**src/rtl/core/ognz_div.sv**
```systemverilog
// ----------------------------------------------------------------------------
// ognz_div
// Restoring divider, one quotient bit per cycle, with overflow flag.
// ----------------------------------------------------------------------------
module ognz_div #(
    parameter int NUM_W = 62,
    parameter int DEN_W = 35,
    parameter int Q_W   = 18
) (
    input  logic             i_clk,
    input  logic             i_rst_n,
    input  logic             i_start,
    input  logic [NUM_W-1:0] i_num,
    input  logic [DEN_W-1:0] i_den,
    output logic             o_done,
    output logic             o_sat,
    output logic [Q_W-1:0]   o_quot
);

    localparam int DV_W  = DEN_W + Q_W - 1;
    localparam int CMP_W = ((NUM_W > DEN_W + Q_W) ? NUM_W : DEN_W + Q_W) + 1;
    localparam int CNT_W = $clog2(Q_W + 1);

    logic             r_busy;
    logic             r_done;
    logic [CNT_W-1:0] r_cnt;
    logic [NUM_W-1:0] r_rem;
    logic [DV_W-1:0]  r_div;
    logic [Q_W-1:0]   r_quot;
    logic             r_sat;
    logic             sat_hit;
    logic             ge;

    // quotient would not fit in Q_W bits
    assign sat_hit = CMP_W'(i_num) >= (CMP_W'(i_den) << Q_W);
    assign ge      = CMP_W'(r_rem) >= CMP_W'(r_div);

    always_ff @(posedge i_clk) begin
        if (!i_rst_n) begin
            r_busy <= 1'b0;
            r_done <= 1'b0;
            r_cnt  <= '0;
        end else begin
            r_done <= 1'b0;
            if (i_start) begin
                if (sat_hit) begin
                    r_done <= 1'b1;
                end else begin
                    r_busy <= 1'b1;
                    r_cnt  <= CNT_W'(Q_W);
                end
            end else if (r_busy) begin
                r_cnt <= r_cnt - CNT_W'(1);
                if (r_cnt == CNT_W'(1)) begin
                    r_busy <= 1'b0;
                    r_done <= 1'b1;
                end
            end
        end
    end

    always_ff @(posedge i_clk) begin
        if (i_start) begin
            r_sat  <= sat_hit;
            r_quot <= '0;
            r_rem  <= i_num;
            r_div  <= DV_W'(i_den) << (Q_W - 1);
        end else if (r_busy) begin
            if (ge) begin
                r_rem <= r_rem - NUM_W'(r_div);
            end
            r_quot <= {r_quot[Q_W-2:0], ge};
            r_div  <= r_div >> 1;
        end
    end

    assign o_done = r_done;
    assign o_sat  = r_sat;
    assign o_quot = r_quot;

endmodule

```
**config.mk**
```make
export PLATFORM = sky130hd
export DESIGN_NAME = ognz_div
export DESIGN_NICKNAME = d
export VERILOG_FILES = /design/src/rtl/core/ognz_div.sv
export SDC_FILE = /design/constraint.sdc
export NUM_CORES = 1
export LEC_CHECK = 0
export BUFFER_PORTS_ARGS = -buffer_cell sky130_fd_sc_hd__buf_4
export CORE_MARGIN = 1
export CORE_UTILIZATION = 25
export DETAILED_ROUTE_END_ITERATION = 8
export GPL_ROUTABILITY_DRIVEN = 0
export HOLD_SLACK_MARGIN = 0.03
export PLACE_DENSITY_LB_ADDON = 0.2
export REMOVE_ABC_BUFFERS = 1
export SYNTH_ARGS = -nofsm -noshare
export SYNTH_HDL_FRONTEND = slang
export SYNTH_SLANG_ARGS = --single-unit
```
**constraint.sdc**
```tcl
create_clock -name i_clk -period 4.1 [get_ports i_clk]
set_input_delay 0.205 -clock i_clk [delete_from_list [all_inputs] [get_ports i_clk]]
set_output_delay 0.205 -clock i_clk [all_outputs]
set_load 0.02 [all_outputs]
```
==> impl_metrics.csv <==
group,metric,value,unit
status,status,"complete, no violations",
critical_path,crit_type,"reg2reg",
synth,ys_top_cells_by_area,"edfxtp_1, ha_1, dfxtp_1, nand2_1, o21ai_0",
clock_tree,postCtsSetupBuffers,0,
clock_tree,clock-root-buffer,"clkbuf_16",
synth,yosysTopAreaCell,"edfxtp_1",
drt,wl,30000,microns
critical_path,reg2reg_depth,13,
final_layout,fin_nets,1485,
drt,drt_first_pass_iters,5,
synth,synth-simple-area-share,17.6,%
drt,avgViaCountPerCell,4.73,
timing,fin_crit_sh,86.3,%
synth,seq_area_frac_synth,36.6,%
clock_tree,clock_sinks,140,
clock_tree,cts_tree,"yes",
drt,antenna_left,0,
timing,layout_setup_ws,0.563,ns
floorplan,ios,120,
global_routing,antenna_found_initial,0,
min_path,min_from,"i_den[15]",
place,hpwl,23000,microns
critical_path,rr_startpoint,"r_div[13]",
floorplan,fp.dieH,205,microns
place,placed_area,11800,sq um
place,dp_worst_setup_slack,0.539,ns
synth,synth_top_family_by_area,"compound AO/OA/AOI/OAI gates",
floorplan,initial_core_util,25.3,%
critical_path,critPathMaxFanout,31,
critical_path,max_stage_delay,0.43,ns
synth,ys_types,80,
timing,maxSlewViolCount,0,
clock_tree,cts-buffers-inserted,17,
place,io_buffers,119,
critical_path,slowest_stage,"or3b_1",
critical_path,ff2ff_setup_slack,0.56,ns
pwr,p_total,4.74,mW
flow_run,maxCapViolations,0,
synth,ys.flop_type,"edfxtp_1",
critical_path,worst_ep_arrival_time,3.66,ns
pwr,peakVddDrop,0.282,mV
final_layout,final_layout_size_suffix_gt1_share,15.3,%
global_routing,grtUsageTotal,14.7,%
final_layout,layout.cells.most_common,"nand2_1",
min_path,min_path_cells,3,
timing,final.setup_skew,0.0158,ns
timing,whs,0.0574,ns
synth,netlist.area_leader.share,28.5,%
timing,rsz0062_at_grt,"false",
synth,synth_fa_ha_area_share,11.0,%
final_layout,final_cell_mix,"nand2_1, buf_4, inv_1, o21ai_0, edfxtp_1",
clock_tree,clk_pin_slew_worst_paths,0.07,ns
critical_path,r2r_end,"r_rem[5]",
synth,ys_ff_latch,140,
synth,async_reset_ff_share,0,%
synth,syn-mean-instance-area,8.59,sq um
clock_tree,cts-resized-gates,0,
final_layout,diodes,0,
drt,vias,8711,
pwr,p_leak,5.02,nW
drt,wire_per_inst,16.3,microns
floorplan,dieArea,42100,sq um
final_layout,area_growth_syn_to_layout,19.9,%
global_routing,grt_max_degree,199,
critical_path,cp_top_family,"compound AO/OA/AOI/OAI gates",
timing,hold_viol,0,
floorplan,coreArea,40800,sq um
critical_path,start_kind,"register",
min_path,holdPathEnd,"r_div[32]",
synth,synth_area,10300,sq um
floorplan,rows,74,
critical_path,critPathBufInv,2,
clock_tree,ctsHtreeMaxLevel,4,
synth,synth_xor_area_share,4.92,%
synth,yosys_warnings,0,
clock_tree,clock_latency,0.44,ns
global_routing,overflow,0,
critical_path,end_kind,"register",
timing,worstMarginPinSlew,1.01,ns
timing,setup_viol,0,
synth,synth-edff-count,98,
synth,synth_compound_area_share,20.0,%
final_layout,design_area,12400,sq um
critical_path,crit_path_cell_trace,"inv_1, ha_1, and2_4, or3b_1, a211oi_2, o21bai_2, a21boi_4, nor3_4, o31ai_2, nor2b_1, o31ai_1, nand2_2, buf_12",
global_routing,grt_pass1_vias,8808,
pwr,powerDensity,383,nW/um^2
drt,remaining_drc_errors,0,
timing,period_minus_slack,3.54,ns
synth,muxShareOfSynthArea,3.72,%
clock_tree,cts_max_path_buffers,2,
drt,first_iter_violations,470,
timing,max_freq,283,MHz
timing,slew_headroom,32.6,%
global_routing,grt_pass1_wl,47800,microns
critical_path,required,4.22,ns
floorplan,chipWidth,205,microns
synth,syn_inst,1203,
min_path,hold_class,"in2reg",
==> worst reg2reg max path, cell delays in order (launching register included) <==
cell and delay, ns:
dfxtp_1 0.36, inv_1 0.06, ha_1 0.40, and2_4 0.20, or3b_1 0.43, a211oi_2 0.30, o21bai_2 0.15, a21boi_4 0.19
nor3_4 0.09, o31ai_2 0.38, nor2b_1 0.18, o31ai_1 0.09, nand2_2 0.15, buf_12 0.23
==> layout make-up <==
type                            instances  area (sq um)
Clock buffer                           19           443
Clock inverter                         13           174
Fill cell                            4366         28400
Inverter                              105           394
Multi-Input combinational cell        903          5920
Sequential cell                       140          3790
Tap cell                              532           666
Timing Repair Buffer                  128          1000
==> report_power, final <==
part / internal (mW) / switching [mW] / leakage (nW)
Combinational: 0.557 / 0.815 / 3.41
Clock: 1.03 / 0.650 / 0.292
Sequential: 1.65 / 0.0456 / 1.32
==> timing repair <==
action,in CTS,in global routing
hold endpoints to repair,2,0
hold buffers,1,0
endpoints found under the setup margin,0,0
==> registers in the layout, summed over array words and instances (netlist names) <==
register  flops
r_div        52
r_cnt         5
r_rem        62
o_sat         1
o_quot       18
o_done        1
r_busy        1
==> through the flow <==
step / std cells / util [%] / setup TNS, ns
after global routing: 1840 / 30.3 / 0
after detailed placement: 1807 / 28.8 / 0
final: 1840 / 30.3 / 0
after global placement: 1807 / 28.8 / 0
after floorplan: 1148 / - / -10.26
after CTS: 1840 / 30.3 / 0
==> how the worst max path moves through the flow <==
stage / start / endpoint / depth (start not counted)
final: r_div[13] / r_rem[5] / 13
after floorplan: r_rem[11] / r_rem[0] / 11
after CTS: r_div[13] / r_rem[18] / 13
after detailed placement: r_div[13] / r_rem[29] / 13
after global placement: r_div[11] / r_rem[29] / 13
after global routing: r_div[13] / r_rem[18] / 13
==> cells in the mapped netlist, types with 5 or more instances <==
cell type    n
buf_2        5
nor2_1      90
o21a_1       5
o21ai_1     19
a31oi_1      7
ha_1        89
and2_1       6
nand4_1     21
a21oi_1     71
or2_2        6
o21bai_1     8
o21ai_0    104
a211oi_1     6
mux2i_1     35
inv_1      105
nor4_1       9
xnor2_1     33
nand3_1     11
or3_1        6
clkbuf_1    45
nor2b_1      8
nor3_1      12
nand2b_1    10
edfxtp_1    98
xor2_1      25
dfxtp_1     42
a21o_1      41
and3_1       7
nand2_1    188
==> kinds of logic (layout without fill, tap and decap cells) <==
group                    count (synthesis)  in the layout
AND/OR/NAND/NOR                        396            396
buffers and inverters                  160            265
XOR/XNOR                                58             58
adder cells (fa/ha/maj)                 90             90
flip-flops                             140            140
AO/OA/AOI/OAI                          321            321
multiplexers                            38             38
==> per-layer routing <==
metal	track usage, %	share of wire, %	vias to the layer above
li1	-	-	4422
met5	0	0	-
met3	2.88	4.9	26
met4	4.68	1.9	0
met1	19.7	48	4060
met2	23.4	45	203
Power figures use the tool's default switching activity.
